`src/rtl/lrf_pkg.sv`:
```
package lrf_pkg;

  localparam int WIDTH_DEF  = 128;
  localparam int HEIGHT_DEF = 64;

  localparam int COORD_W = 8;
  localparam int INDEX_W = 10;
  localparam int DATA_W  = 8;
  localparam int ERR_W   = 12;

  typedef enum logic [1:0] {
    REQ_CLEAR = 2'd0,
    REQ_PIXEL = 2'd1,
    REQ_LINE  = 2'd2,
    REQ_READ  = 2'd3
  } req_kind_t;

  typedef enum logic [2:0] {
    ST_WIPE,
    ST_IDLE,
    ST_PLOT_RD,
    ST_PLOT_WR,
    ST_FETCH,
    ST_DONE
  } ctrl_state_t;

  typedef struct packed {
    logic load;
    logic wipe;
    logic rd_pix;
    logic wr_pix;
    logic rd_idx;
    logic out_load;
  } dp_cmd_t;

  typedef struct packed {
    req_kind_t kind;
    logic      pt_ok;
    logic      line_ok;
    logic      wipe_last;
    logic      at_end;
    logic      out_free;
  } dp_sts_t;

endpackage

```
`src/rtl/lrf_ctrl.sv`:
```
module lrf_ctrl (
  input  logic             clk,
  input  logic             rst,
  input  logic             in_valid,
  output logic             in_ready,
  input  lrf_pkg::dp_sts_t sts,
  output lrf_pkg::dp_cmd_t cmd
);

  lrf_pkg::ctrl_state_t state;
  lrf_pkg::ctrl_state_t state_next;
  logic                 boot;
  logic                 boot_next;

  always_ff @(posedge clk) begin
    if (rst) begin
      state <= lrf_pkg::ST_WIPE;
      boot  <= 1'b1;
    end else begin
      state <= state_next;
      boot  <= boot_next;
    end
  end

  always_comb begin
    state_next = state;
    boot_next  = boot;
    in_ready   = 1'b0;
    cmd        = '0;
    case (state)
      lrf_pkg::ST_WIPE: begin
        cmd.wipe = 1'b1;
        if (sts.wipe_last) begin
          boot_next  = 1'b0;
          state_next = boot ? lrf_pkg::ST_IDLE : lrf_pkg::ST_DONE;
        end
      end
      lrf_pkg::ST_IDLE: begin
        in_ready = 1'b1;
        if (in_valid) begin
          cmd.load = 1'b1;
          case (sts.kind)
            lrf_pkg::REQ_CLEAR: state_next = lrf_pkg::ST_WIPE;
            lrf_pkg::REQ_PIXEL: state_next = sts.pt_ok ? lrf_pkg::ST_PLOT_RD : lrf_pkg::ST_DONE;
            lrf_pkg::REQ_LINE:  state_next = sts.line_ok ? lrf_pkg::ST_PLOT_RD : lrf_pkg::ST_DONE;
            lrf_pkg::REQ_READ:  state_next = lrf_pkg::ST_FETCH;
            default:            state_next = lrf_pkg::ST_DONE;
          endcase
        end
      end
      lrf_pkg::ST_PLOT_RD: begin
        cmd.rd_pix = 1'b1;
        state_next = lrf_pkg::ST_PLOT_WR;
      end
      lrf_pkg::ST_PLOT_WR: begin
        cmd.wr_pix = 1'b1;
        state_next = sts.at_end ? lrf_pkg::ST_DONE : lrf_pkg::ST_PLOT_RD;
      end
      lrf_pkg::ST_FETCH: begin
        cmd.rd_idx = 1'b1;
        state_next = lrf_pkg::ST_DONE;
      end
      lrf_pkg::ST_DONE: begin
        if (sts.out_free) begin
          cmd.out_load = 1'b1;
          state_next   = lrf_pkg::ST_IDLE;
        end
      end
      default: begin
        state_next = lrf_pkg::ST_IDLE;
      end
    endcase
  end

endmodule

```
`config.mk`:
```
export PLATFORM = sky130hd
export DESIGN_NAME = lrf_ctrl
export DESIGN_NICKNAME = d
export VERILOG_FILES = /design/src/rtl/lrf_pkg.sv /design/src/rtl/lrf_ctrl.sv
export SDC_FILE = /design/constraint.sdc
export NUM_CORES = 1
export LEC_CHECK = 0
export BUFFER_PORTS_ARGS = -buffer_cell sky130_fd_sc_hd__buf_2
export CORE_AREA = 2 2 39 41
export CTS_CLUSTER_DIAMETER = 30
export DETAILED_ROUTE_END_ITERATION = 8
export DIE_AREA = 0 0 41 43
export GPL_TIMING_DRIVEN = 0
export PLACE_DENSITY = 0.57
export RECOVER_POWER = 25
export SLEW_MARGIN = 20
export SYNTH_ARGS = -nofsm -noshare
export SYNTH_HDL_FRONTEND = slang
export SYNTH_SLANG_ARGS = --single-unit
```
`constraint.sdc`:
```
create_clock -name clk -period 1.24 [get_ports clk]
set_clock_uncertainty 0.05 [all_clocks]
set_input_delay 0.248 -clock clk [delete_from_list [all_inputs] [get_ports clk]]
set_output_delay 0.248 -clock clk [all_outputs]
set_load 0.01 [all_outputs]
```
==> results of run 1 <==
## stage by stage
stage | power, uW | cells | area, um^2 | util (%) | setup slack (ns)
after detailed placement | 300 | 73 | 439 | 31.7 | 0.0108
after floorplan | 250 | 41 | 339 | - | 0.0104
after CTS | 501 | 83 | 531 | 38.3 | -0.160
after global placement | 300 | 73 | 439 | 31.7 | 0.0124
after global routing | 550 | 84 | 557 | 40.2 | -0.193
final | 515 | 84 | 557 | 40.2 | -0.147
## worst max-delay path by stage
stage | end | cells past startpoint | startpoint | slack [ns]
finish | cmd[5] | 3 | state[1]$_SDFFE_PP0P_ | -0.15
global route | cmd[5] | 3 | state[1]$_SDFFE_PP0P_ | -0.19
CTS | cmd[5] | 3 | state[1]$_SDFFE_PP0P_ | -0.16
detailed placement | cmd[5] | 3 | state[0]$_SDFFE_PP0P_ | 0.01
global placement | cmd[5] | 3 | state[0]$_SDFFE_PP0P_ | 0.01
floorplan | boot$_SDFFE_PP1P_ | 4 | state[2]$_SDFFE_PP0P_ | 0.01
## metal layers
metal  global-route usage, %  vias up
met4                    6.00        0
met3                    1.57        0
met2                    18.8       16
li1                        -      208
met5                       0        -
met1                    15.7      190
## registers in the layout (all words and copies together) (netlist names)
signal  flops
boot        1
state       3
## where the power goes
part	switching [uW]	internal [uW]
Clock	50.7	108
Sequential	8.98	143
Combinational	96.9	107
## cell families after synthesis
logic type / after synthesis / share of synthesized area (%)
flip-flops: 4 / 23.6
AND/OR/NAND/NOR: 18 / 35.4
AO/OA/AOI/OAI: 13 / 27.7
buffers and inverters: 5 / 10.3
multiplexers: 1 / 2.95
## Yosys cell counts
master    instances
nor3_1            3
o221ai_2          1
and3b_2           1
a21o_1            2
a211o_1           1
mux2i_1           1
buf_2             1
nand2_1           4
a31oi_1           2
a221o_1           1
o21ai_0           3
nor3b_4           1
inv_1             2
nand3b_1          1
and4bb_2          1
dfxtp_1           4
nor2_1            3
and3b_1           2
a21oi_1           2
buf_6             2
or3_1             1
a211oi_1          1
nor2b_1           1
## area by class of cell
class                      count  area, um^2
fill                         150         827
inverter                       2        7.51
timing repair buffer          24         148
buffer                         3        33.8
clock buffer                   3        22.5
multi-input combinational     32         243
sequential                     4        82.6
tap                           16        20.0
## critical path, stage by stage, from the launching register on
cell and delay (ns):
dfxtp_1 0.30, buf_6 0.13, and4bb_2 0.32, buf_6 0.11
## placed cells by master (no fill, tap or decap), types with 2 or more instances in the layout
cell type / n
a31oi_1: 2
clkbuf_4: 3
nor2_1: 3
nand2_1: 4
dfxtp_1: 2
buf_2: 16
a21o_1: 2
buf_4: 6
and3b_1: 2
dfxtp_2: 2
nor3_2: 2
buf_6: 5
o21ai_0: 3
## repair_timing
action | in CTS | in global routing
endpoints found under the setup margin | 7 | 9
gates cloned | 2 | 0
hold buffers | 0 | 0
buffers inserted | 5 | 1
pin swaps | 4 | 2
resized for setup | 6 | 5
==> tab_implementation.tex, run 1 <==
\begin{tabular}{lr}
\hline
Metric & Value \\
\hline
\multicolumn{2}{l}{\textbf{Status}} \\
\quad Run status & finished, violations left \\
\quad Failing checks & setup timing \\
\multicolumn{2}{l}{\textbf{Logic synthesis}} \\
\quad Avg Synthesized Cell Area & 8.27 um\^{}2 \\
\quad Post-synth cell types & 23 \\
\quad Area share of the largest cell type after synthesis & 23.6\% \\
\quad Post-synthesis sequential area ratio & 23.6\% \\
\quad Yosys warnings & 0 \\
\quad Count of state elements after synthesis & 4 \\
\quad Post-Syn Nets & about 50 \\
\quad Yosys top cell by area & dfxtp\_1 \\
\quad Number of instances in the synthesized netlist & 41 \\
\quad Top cells by area in the synthesized netlist & dfxtp\_1 (24\%), buf\_6 (6.6\%), nor3b\_4 (5.5\%) \\
\quad Mapped cell area & 339 um\^{}2 \\
\multicolumn{2}{l}{\textbf{Worst hold path}} \\
\quad Source of the worst hold timing path & rst \\
\quad Endpoint of the worst hold path & state[0]\$\_SDFFE\_PP0P\_ \\
\quad Worst Hold Depth & 2 \\
\quad Type of the most critical hold path & in2reg \\
\multicolumn{2}{l}{\textbf{Floorplanning}} \\
\quad Die area & 1760 um\^{}2 \\
\quad Placeable core region & between 1000 and 1500 um\^{}2 \\
\quad IO Pins & 17 \\
\quad Die Wd & 41 um \\
\quad Initial core utilization & 24.5\% \\
\quad Die height & 43 um \\
\quad FP Rows & 14 \\
\multicolumn{2}{l}{\textbf{STA}} \\
\quad Period Utilization, post-route & 112\% \\
\quad Slew HR & between 80\% and 90\% \\
\quad Final count of hold timing violations & 0 \\
\quad Unrepaired setup endpoints after global routing & true \\
\quad Tightest hold margin & around 0.19 ns \\
\quad Period minus WS final & 1.39 ns \\
\quad Final-report max-slew violation count & 0 \\
\quad Setup violators final & 8 \\
\quad Setup TNS & -0.756 ns \\
\quad Slack of the critical path & -0.147 ns \\
\quad Worst-Margin Slew & around 0.27 ns \\
\quad F\_max & 0.721 GHz \\
\multicolumn{2}{l}{\textbf{Setup path}} \\
\quad Path type of the worst setup path & reg2out \\
\quad Number of cells traversed by the worst register-to-register path & 5 \\
\quad R2r startpoint & state[1]\$\_SDFFE\_PP0P\_ \\
\quad CP max FO & 9 \\
\quad Data required time at the worst endpoint & 0.94 ns \\
\quad Kind of end point of the critical path & output pin \\
\quad Worst Setup Start Kind & flip-flop \\
\quad Register-to-Register Setup Slack & -0.09 ns \\
\quad Reg-to-reg endpoint & state[2]\$\_SDFFE\_PP0P\_ \\
\quad Arr. time, crit path & 1.09 ns \\
\multicolumn{2}{l}{\textbf{Clock network}} \\
\quad Clock network latency to the later pin of the worst-skew pair & 0.23 ns \\
\quad Total number of H-tree levels & 1 \\
\quad Clock buffers created by TritonCTS & 3 \\
\quad Sink count of the clock tree & 4 \\
\quad TritonCTS clock tree & built \\
\quad Clock Root Buffer & clkbuf\_4 \\
\quad Maximum buffer depth of the clock tree & 2 \\
\quad Register clock-pin slew on the reported worst setup and hold paths & roughly 0.040 ns \\
\multicolumn{2}{l}{\textbf{GRT}} \\
\quad Global-route usage over all layers & 12.1\% \\
\quad Via count of the first global-routing pass & 353 \\
\quad Initial antenna violation count & 0 \\
\quad Grt total ovfl & 0 \\
\quad First-pass GRT wire length & between 1000 and 1500 um \\
\quad Maximum number of pins on one net before global-route repair & 10 \\
\multicolumn{2}{l}{\textbf{Layout}} \\
\quad Total inserted antenna cells & 0 \\
\quad Number of nets in the final layout & 80 \\
\quad Fraction of layout instances using a drive strength above 1 & around three fifths \\
\quad Area growth, synth to finish & 64.2\% \\
\multicolumn{2}{l}{\textbf{Pwr}} \\
\quad Static Leak & roughly 0.00027 uW \\
\quad Ratio of total power to cell area & 925 nW/um\^{}2 \\
\quad Peak supply drop & 437 uV \\
\multicolumn{2}{l}{\textbf{Detailed routing}} \\
\quad Detailed-routed wire length on met2 & 527 um \\
\quad Post-Route WL & 1040 um \\
\quad Via total after detailed routing & 414 \\
\quad Wire length the detailed router placed on met1 & 460 um \\
\quad Drt pass-1 iters & 4 \\
\quad Average wire per cell in the routed design & 12.4 um \\
\quad Number of design rule violations left after detail routing & 0 \\
\quad Top layer reached by signal wires & met3 \\
\quad Violation count after the first detailed-routing iteration & 14 \\
\quad Met3 layer wire length in the routed design & 56 um \\
\quad Count of antenna-violating nets left after detailed routing & 0 \\
\quad Average via count per standard cell & 4.93 \\
\multicolumn{2}{l}{\textbf{Place}} \\
\quad Port-buffer cells & 16 \\
\quad Routability-driven placement congestion ratio & $\sim$0.62 \\
\quad Detailed placement HPWL & 608 um \\
\multicolumn{2}{l}{\textbf{Job}} \\
\quad Reported max-cap violation count & 0 \\
\hline
\end{tabular}
No activity file was read; power rests on OpenSTA's default activity.
==> inputs of run 2 (changes only) <==
--- a/config.mk
+++ b/config.mk
@@ -13,6 +13,7 @@
 export GPL_TIMING_DRIVEN = 0
 export PLACE_DENSITY = 0.57
 export RECOVER_POWER = 25
+export SETUP_SLACK_MARGIN = 0.4
 export SLEW_MARGIN = 20
 export SYNTH_ARGS = -nofsm -noshare
 export SYNTH_HDL_FRONTEND = slang
==> run 2 against run 1 <==
- the run still ends with setup timing left
- global-route usage fell by 0.29 points
- core utilization rose by 2.9 points
- setup slack improved by 0.0071 ns
- register-to-register slack improved by 0.06 ns
- wire length fell by 11%
- cell count rose by 1.2%
- die area did not move
- total power rose by 7.2%
- fmax rose by 0.52%
- sequential share of layout area fell by 0.79 points
- clock-buffer cell count did not move
==> tab_implementation.tex, run 2 (synthesis gave the netlist of run 1 again) <==
\begin{tabular}{lr}
\hline
Metric & Value \\
\hline
\multicolumn{2}{l}{\textbf{Status}} \\
\quad Run status & finished, violations left \\
\quad Failing checks & setup timing \\
\multicolumn{2}{l}{\textbf{Clock network}} \\
\quad Total number of H-tree levels & 1 (unchanged) \\
\quad Maximum buffer depth of the clock tree & 2 (unchanged) \\
\quad Post-cts hold buffer count & 0 (unchanged) \\
\quad Clock buffers created by TritonCTS & 3 (unchanged) \\
\quad Register clock-pin slew on the reported worst setup and hold paths & 0.05 ns (about the same) \\
\quad Clock Root Buffer & clkbuf\_4 \\
\quad Clock network latency to the later pin of the worst-skew pair & 0.25 ns (+0.02 ns) \\
\quad Sink count of the clock tree & 4 (unchanged) \\
\quad TritonCTS clock tree & built \\
\multicolumn{2}{l}{\textbf{STA}} \\
\quad F\_max & 0.725 GHz (+0.52\%) \\
\quad Slew HR & 84.3\% (+2.6 points) \\
\quad Slack of the critical path & -0.140 ns (+0.00712 ns) \\
\quad Unrepaired setup endpoints after global routing & true \\
\quad Final-report max-slew violation count & 0 (unchanged) \\
\quad Setup violators final & 9 (+1) \\
\quad Period minus WS final & 1.38 ns (-0.00712 ns) \\
\quad Period Utilization, post-route & 111\% (-0.57 points) \\
\quad Worst-Margin Slew & 0.233 ns (-0.0384 ns) \\
\quad Final count of hold timing violations & 0 (unchanged) \\
\multicolumn{2}{l}{\textbf{Setup path}} \\
\quad Register-to-Register Setup Slack & -0.03 ns (+0.06 ns) \\
\quad Sequence of cells on the critical path & buf\_6, and4bb\_2, buf\_6 \\
\quad Top cell family by delay on the critical path & simple AND/OR/NAND/NOR gates \\
\quad CP max FO & 8 (-1) \\
\quad Worst-path cell with the longest stage delay & and4bb\_2 \\
\quad Arr. time, crit path & 1.08 ns (about the same) \\
\quad Data required time at the worst endpoint & 0.94 ns (about the same) \\
\quad Kind of end point of the critical path & output pin \\
\quad Number of buffers and inverters on the critical path & 2 (unchanged) \\
\quad Path type of the worst setup path & reg2out \\
\quad Critical path's most frequent cell & buf\_6 \\
\quad Worst stage delay on the critical path & 0.31 ns (about the same) \\
\quad Worst Setup Start Kind & flip-flop \\
\multicolumn{2}{l}{\textbf{Layout}} \\
\quad Largest Register & state \\
\quad Total inserted antenna cells & 0 (unchanged) \\
\quad Area used by multi-input combinational logic & 258 um\^{}2 (+6.2\%) \\
\quad Most common cell after layout, fill and taps aside & buf\_2 \\
\quad Fraction of layout instances using a drive strength above 1 & 65.2\% (+4.9 points) \\
\quad Number of nets in the final layout & 81 (+1.3\%) \\
\quad Most used cells in the layout excluding fill and tap cells & buf\_2 (14), buf\_4 (7), buf\_6 (6) \\
\quad Combined flip-flop and latch cell area & 83.8 um\^{}2 (+1.5\%) \\
\quad Finished Layout Cells & 85 (+1.2\%) \\
\quad Area growth, synth to finish & 76.0\% \\
\quad Max reg flops & 3 (unchanged) \\
\quad Registers with the highest flip-flop counts & state: 3 flops, boot: 1 flops \\
\quad Filler Cells Inserted & 148 (-1.3\%) \\
\multicolumn{2}{l}{\textbf{Detailed routing}} \\
\quad Drt pass-1 iters & 4 (unchanged) \\
\quad Average via count per standard cell & 4.88 (-0.94\%) \\
\quad Post-Route WL & 926 um (-11\%) \\
\quad Via total after detailed routing & 415 (+0.24\%) \\
\quad Number of design rule violations left after detail routing & 0 (unchanged) \\
\quad Average wire per cell in the routed design & 10.9 um (-12\%) \\
\quad Count of antenna-violating nets left after detailed routing & 0 (unchanged) \\
\quad Violation count after the first detailed-routing iteration & 11 (-3) \\
\multicolumn{2}{l}{\textbf{Floorplanning}} \\
\quad Die area & 1760 um\^{}2 (unchanged) \\
\quad Initial core utilization & 24.5\% (unchanged) \\
\quad IO Pins & 17 (unchanged) \\
\quad Die Wd & 41 um (unchanged) \\
\quad Die height & 43 um (unchanged) \\
\quad FP Rows & 14 (unchanged) \\
\quad Placeable core region & 1380 um\^{}2 (unchanged) \\
\multicolumn{2}{l}{\textbf{GRT}} \\
\quad Maximum number of pins on one net before global-route repair & 9 (-1) \\
\quad Global-route usage over all layers & 11.8\% (-0.29 points) \\
\quad First-pass GRT wire length & 1390 um (-5.2\%) \\
\quad Grt total ovfl & 0 (unchanged) \\
\quad Via count of the first global-routing pass & 342 (-3.1\%) \\
\quad Initial antenna violation count & 0 (unchanged) \\
\multicolumn{2}{l}{\textbf{Place}} \\
\quad Routability-driven placement congestion ratio & 0.633 (+2.2\%) \\
\quad Number of cells after detailed placement & 73 (unchanged) \\
\quad Detailed placement HPWL & 636 um (+4.6\%) \\
\quad Worst setup timing slack at the placement stage & 0.0432 ns (+0.0324 ns) \\
\quad Port-buffer cells & 16 (unchanged) \\
\multicolumn{2}{l}{\textbf{Worst hold path}} \\
\quad Type of the most critical hold path & in2reg \\
\multicolumn{2}{l}{\textbf{Pwr}} \\
\quad Static Leak & 0.000280 uW (+3.4\%) \\
\quad Ratio of total power to cell area & 925 nW/um\^{}2 (about the same) \\
\quad Peak supply drop & 438 uV (about the same) \\
\multicolumn{2}{l}{\textbf{Job}} \\
\quad Reported max-cap violation count & 0 (unchanged) \\
\hline
\end{tabular}
## run 2: per-stage QoR
stage               TNS, ns  power, uW  hold WS [ns]  util [%]  cell area (um^2)
global route          -1.36        596         0.173      43.1               597
finish               -0.821        552         0.168      43.1               597
detailed placement        0        315         0.399      33.4               462
CTS                  -0.809        543         0.164      40.9               566
floorplan                 0        264         0.267         -               362
global placement          0        315         0.391      33.4               462
## run 2: area by class of cell
cell class,count,area share [%]
buffer,3,6.29
timing repair buffer,25,28.1
inverter,2,1.26
clock buffer,3,3.77
multi-input combinational,32,43.2
tap,16,3.35
sequential,4,14.0
## run 2: timing repair
| item | in CTS | in global routing |
|---|---|---|
| gates resized for setup | 5 | 6 |
| setup endpoints to repair | 11 | 11 |
| setup buffers | 8 | 1 |
| pin swaps | 4 | 2 |
## run 2: worst paths after layout
| kind | startpoint | to | cells after the start |
|---|---|---|---|
| setup / recovery | state[1]$_SDFFE_PP0P_ | cmd[5] | 3 |
| hold / removal | rst | state[0]$_SDFFE_PP0P_ | 2 |
| setup reg to reg | state[0]$_SDFFE_PP0P_ | state[1]$_SDFFE_PP0P_ | 6 |
| hold reg to reg | boot$_SDFFE_PP1P_ | boot$_SDFFE_PP1P_ | 1 |
## run 2: per-layer routing
metal	track usage, %	up-vias	wire length (um)
met5	0	-	0
met4	2.00	0	0
met3	7.85	0	86
met2	17.2	14	446
met1	14.5	190	393
li1	-	211	-
## run 2: worst reg2reg max path: cells and delay by family (launching register included)
kind,cells,cell delay (ns)
flops,1,0.33
buf+inv,3,0.38
compound gates,2,0.15
simple gates,1,0.24
## run 2: power breakdown
| part | total (uW) | switching [uW] | leakage, uW | internal (uW) |
|---|---|---|---|---|
| logic | 229 | 100 | 0.000232 | 128 |
| clock network | 173 | 63.7 | 0.0000138 | 109 |
| registers | 151 | 8.30 | 0.0000341 | 143 |
| total | 552 | 172 | 0.000280 | 380 |
==> inputs of run 3 (changes only) <==
--- a/config.mk
+++ b/config.mk
@@ -5,13 +5,13 @@
 export SDC_FILE = /design/constraint.sdc
 export NUM_CORES = 1
 export LEC_CHECK = 0
+export ABC_AREA = 1
 export BUFFER_PORTS_ARGS = -buffer_cell sky130_fd_sc_hd__buf_2
 export CORE_AREA = 2 2 39 41
 export CTS_CLUSTER_DIAMETER = 30
 export DETAILED_ROUTE_END_ITERATION = 8
 export DIE_AREA = 0 0 41 43
 export GPL_TIMING_DRIVEN = 0
-export PLACE_DENSITY = 0.57
 export RECOVER_POWER = 25
 export SETUP_SLACK_MARGIN = 0.4
 export SLEW_MARGIN = 20
==> run 3 against run 2 <==
- the run still ends with setup timing left
- sequential power increased by 9.9%
- design area increased by 3.8%
- area after synthesis increased by 3.0%
- synthesized cell count increased by 41%
- clock-buffer cell count increased by 1
- register-to-register slack improved by 0.08 ns
- fmax increased by 1.4%
- hold slack got worse by 0.015 ns
- via count increased by 4.6%
==> tab_implementation.tex, run 3 <==
\begin{tabular}{lr}
\hline
Metric & Value \\
\hline
\multicolumn{2}{l}{\textbf{Layout}} \\
\quad Most common cell after layout, fill and taps aside & buf\_2 \\
\quad Area growth, synth to finish & 77.4\% \\
\quad Design Area, Final & 619 um\^{}2 (+3.8\%) \\
\quad Number of nets in the final layout & 95 (+17\%) \\
\quad Max reg flops & 3 (unchanged) \\
\quad Total inserted antenna cells & 0 (unchanged) \\
\quad Largest Register & state \\
\quad Most used cells in the layout excluding fill and tap cells & buf\_2 (14), inv\_1 (8), nand2\_1 (8) \\
\quad Util after Layout & 44.8\% (+1.6 points) \\
\quad Fraction of layout instances using a drive strength above 1 & 64.3\% (-0.93 points) \\
\quad Registers with the highest flip-flop counts & state: 3 flops, boot: 1 flops \\
\multicolumn{2}{l}{\textbf{STA}} \\
\quad Period Utilization, post-route & 110\% (-1.5 points) \\
\quad Setup violators final & 7 (-2) \\
\quad Worst-Margin Slew & 0.168 ns (-0.0648 ns) \\
\quad Unrepaired setup endpoints after global routing & true \\
\quad Slack of the critical path & -0.121 ns (+0.0189 ns) \\
\quad Final count of hold timing violations & 0 (unchanged) \\
\quad Slew HR & 88.7\% (+4.4 points) \\
\quad Final-report max-slew violation count & 0 (unchanged) \\
\quad Period minus WS final & 1.36 ns (-0.0189 ns) \\
\quad Setup TNS & -0.554 ns (+0.267 ns) \\
\quad F\_max & 0.735 GHz (+1.4\%) \\
\multicolumn{2}{l}{\textbf{Setup path}} \\
\quad Path type of the worst setup path & reg2out \\
\quad Sequence of cells on the critical path & inv\_6, nor4\_4, buf\_2 \\
\quad Top cell family by delay on the critical path & flip-flops \\
\quad Arr. time, crit path & 1.06 ns (-0.02 ns) \\
\quad CP max FO & 6 (-2) \\
\quad Data required time at the worst endpoint & 0.94 ns (about the same) \\
\quad Kind of end point of the critical path & output pin \\
\quad Worst Setup Start Kind & flip-flop \\
\quad Number of buffers and inverters on the critical path & 2 (unchanged) \\
\quad Worst stage delay on the critical path & 0.38 ns (+0.07 ns) \\
\quad Worst-path cell with the longest stage delay & dfxtp\_4 \\
\multicolumn{2}{l}{\textbf{Pwr}} \\
\quad Ratio of total power to cell area & 1080 nW/um\^{}2 (+17\%) \\
\quad Sequential share of power & 24.9\% (-2.4 points) \\
\quad Switching share of total power & 37.0\% (+5.9 points) \\
\quad Static Leak & 0.000320 uW (+14\%) \\
\quad Internal Power & 420 uW (+11\%) \\
\quad Power share of the combinational group & 48.3\% (+6.9 points) \\
\quad Clock Power Share & 26.8\% (-4.5 points) \\
\quad Peak supply drop & 461 uV (+5.4\%) \\
\quad Reported net switching power & 247 uW (+44\%) \\
\multicolumn{2}{l}{\textbf{Logic synthesis}} \\
\quad Area share of the largest cell type after synthesis & 22.9\% (-0.68 points) \\
\quad Top cells by instance count after synthesis & nand2\_1 (10), inv\_1 (9), nor2\_1 (7), dfxtp\_1 (4), inv\_2 (4) \\
\quad Post-synthesis sequential area ratio & 22.9\% (-0.68 points) \\
\quad Post-synth cell types & 20 (-13\%) \\
\quad Synth async-reset ratio & 0\% (unchanged) \\
\quad Yosys warnings & 0 (unchanged) \\
\quad Post-Syn Nets & 68 (+33\%) \\
\quad Number of instances in the synthesized netlist & 58 (+41\%) \\
\quad Primary FF master, synth & dfxtp\_1 \\
\quad Count of flip-flops with a built-in enable after synthesis & 0 (unchanged) \\
\quad Count of state elements after synthesis & 4 (unchanged) \\
\quad Cell with the most instances after synthesis & nand2\_1 \\
\quad Mapped cell area & 349 um\^{}2 (+3.0\%) \\
\quad Top cells by area in the synthesized netlist & dfxtp\_1 (23\%), nand2\_1 (11\%), inv\_1 (9.7\%) \\
\quad Yosys top cell by area & dfxtp\_1 \\
\quad Avg Synthesized Cell Area & 6.02 um\^{}2 (-27\%) \\
\multicolumn{2}{l}{\textbf{Floorplanning}} \\
\quad Die Wd & 41 um (unchanged) \\
\quad FP Rows & 14 (unchanged) \\
\quad Die height & 43 um (unchanged) \\
\quad Initial core utilization & 25.2\% (+0.72 points) \\
\quad Die area & 1760 um\^{}2 (unchanged) \\
\quad Placeable core region & 1380 um\^{}2 (unchanged) \\
\quad IO Pins & 17 (unchanged) \\
\multicolumn{2}{l}{\textbf{Detailed routing}} \\
\quad Count of antenna-violating nets left after detailed routing & 0 (unchanged) \\
\quad Violation count after the first detailed-routing iteration & 4 (-7) \\
\quad Via total after detailed routing & 434 (+4.6\%) \\
\quad Average via count per standard cell & 4.34 (-11\%) \\
\quad Drt pass-1 iters & 4 (unchanged) \\
\quad Post-Route WL & 872 um (-5.8\%) \\
\quad Average wire per cell in the routed design & 8.72 um (-20\%) \\
\quad Number of design rule violations left after detail routing & 0 (unchanged) \\
\multicolumn{2}{l}{\textbf{GRT}} \\
\quad Grt total ovfl & 0 (unchanged) \\
\quad Via count of the first global-routing pass & 393 (+15\%) \\
\quad First-pass GRT wire length & 1430 um (+3.0\%) \\
\quad Global-route usage over all layers & 12.1\% (+0.21 points) \\
\quad Initial antenna violation count & 0 (unchanged) \\
\quad Maximum number of pins on one net before global-route repair & 9 (unchanged) \\
\multicolumn{2}{l}{\textbf{Status}} \\
\quad Run status & finished, violations left \\
\quad Failing checks & setup timing \\
\multicolumn{2}{l}{\textbf{Place}} \\
\quad Port-buffer cells & 16 (unchanged) \\
\quad Area post-placement & 493 um\^{}2 (+6.8\%) \\
\quad Routability-driven placement congestion ratio & 0.729 (+15\%) \\
\quad Detailed placement HPWL & 659 um (+3.7\%) \\
\multicolumn{2}{l}{\textbf{Clock network}} \\
\quad Clock buffers created by TritonCTS & 3 (unchanged) \\
\quad Maximum buffer depth of the clock tree & 2 (unchanged) \\
\quad Register clock-pin slew on the reported worst setup and hold paths & 0.04 ns (about the same) \\
\quad Clock Root Buffer & clkbuf\_4 \\
\quad Sink count of the clock tree & 4 (unchanged) \\
\quad Clock network latency to the later pin of the worst-skew pair & 0.24 ns (about the same) \\
\quad TritonCTS clock tree & built \\
\quad Total number of H-tree levels & 1 (unchanged) \\
\quad Post-cts hold buffer count & 0 (unchanged) \\
\multicolumn{2}{l}{\textbf{Worst hold path}} \\
\quad Type of the most critical hold path & in2reg \\
\multicolumn{2}{l}{\textbf{Job}} \\
\quad Reported max-cap violation count & 0 (unchanged) \\
\hline
\end{tabular}
==> run 3: through the flow <==
stage | hold slack (ns) | power, uW | worst slack (ns) | cells
floorplan | 0.253 | 332 | 0.228 | 58
finish | 0.153 | 668 | -0.121 | 100
global placement | 0.392 | 393 | 0.113 | 90
CTS | 0.149 | 642 | -0.120 | 100
detailed placement | 0.393 | 394 | 0.112 | 90
global route | 0.159 | 721 | -0.168 | 100
==> run 3: worst paths after layout <==
path | start | endpoint | slack, ns | depth (start not counted)
worst max-delay path | state[2]$_SDFFE_PP0P_ | cmd[0] | -0.12 | 3
worst min-delay path | rst | state[2]$_SDFFE_PP0P_ | 0.15 | 2
worst max register to register | state[0]$_SDFFE_PP0P_ | state[2]$_SDFFE_PP0P_ | 0.05 | 9
worst min register to register | boot$_SDFFE_PP1P_ | boot$_SDFFE_PP1P_ | 0.43 | 2
==> run 3: what timing repair did <==
item,4_1_cts,5_1_grt
cloned,0,0
pin swaps,3,0
endpoints found under the setup margin,11,11
resized for setup,10,7
buffers inserted,6,0
==> run 3: cell type report <==
cell class / instances / area [um^2]
fillers: 145 / 764
multi-input cells: 39 / 267
repair buffers: 22 / 141
flip-flops and latches: 4 / 88.8
inverters: 14 / 65.1
clock buffers: 4 / 26.3
well taps: 16 / 20.0
plain buffers: 1 / 11.3
==> run 3: kinds of logic (layout without fill, tap and decap cells) <==
logic type / after synthesis / count (layout) / share of synthesized area [%]
flops: 4 / 4 / 22.9
simple gates: 31 / 31 / 45.9
buf+inv: 15 / 41 / 18.3
compound gates: 8 / 8 / 12.9
==> run 3: per-layer routing <==
| layer | vias up | GRT usage (%) | routed length (um) |
|---|---|---|---|
| li1 | 233 | - | - |
| met1 | 183 | 12.6 | 398 |
| met2 | 18 | 19.7 | 411 |
| met3 | 0 | 6.28 | 62 |
| met4 | 0 | 4.00 | 0 |
| met5 | - | 0 | 0 |
==> run 3: power groups by stage <==
stage          logic, uW  registers (uW)  clock network, uW
6_report             322             166                179
5_1_grt              353             168                200
2_1_floorplan        174             159                  0
3_3_place_gp         231             161                  0
4_1_cts              293             163                185
3_5_place_dp         234             161                  0
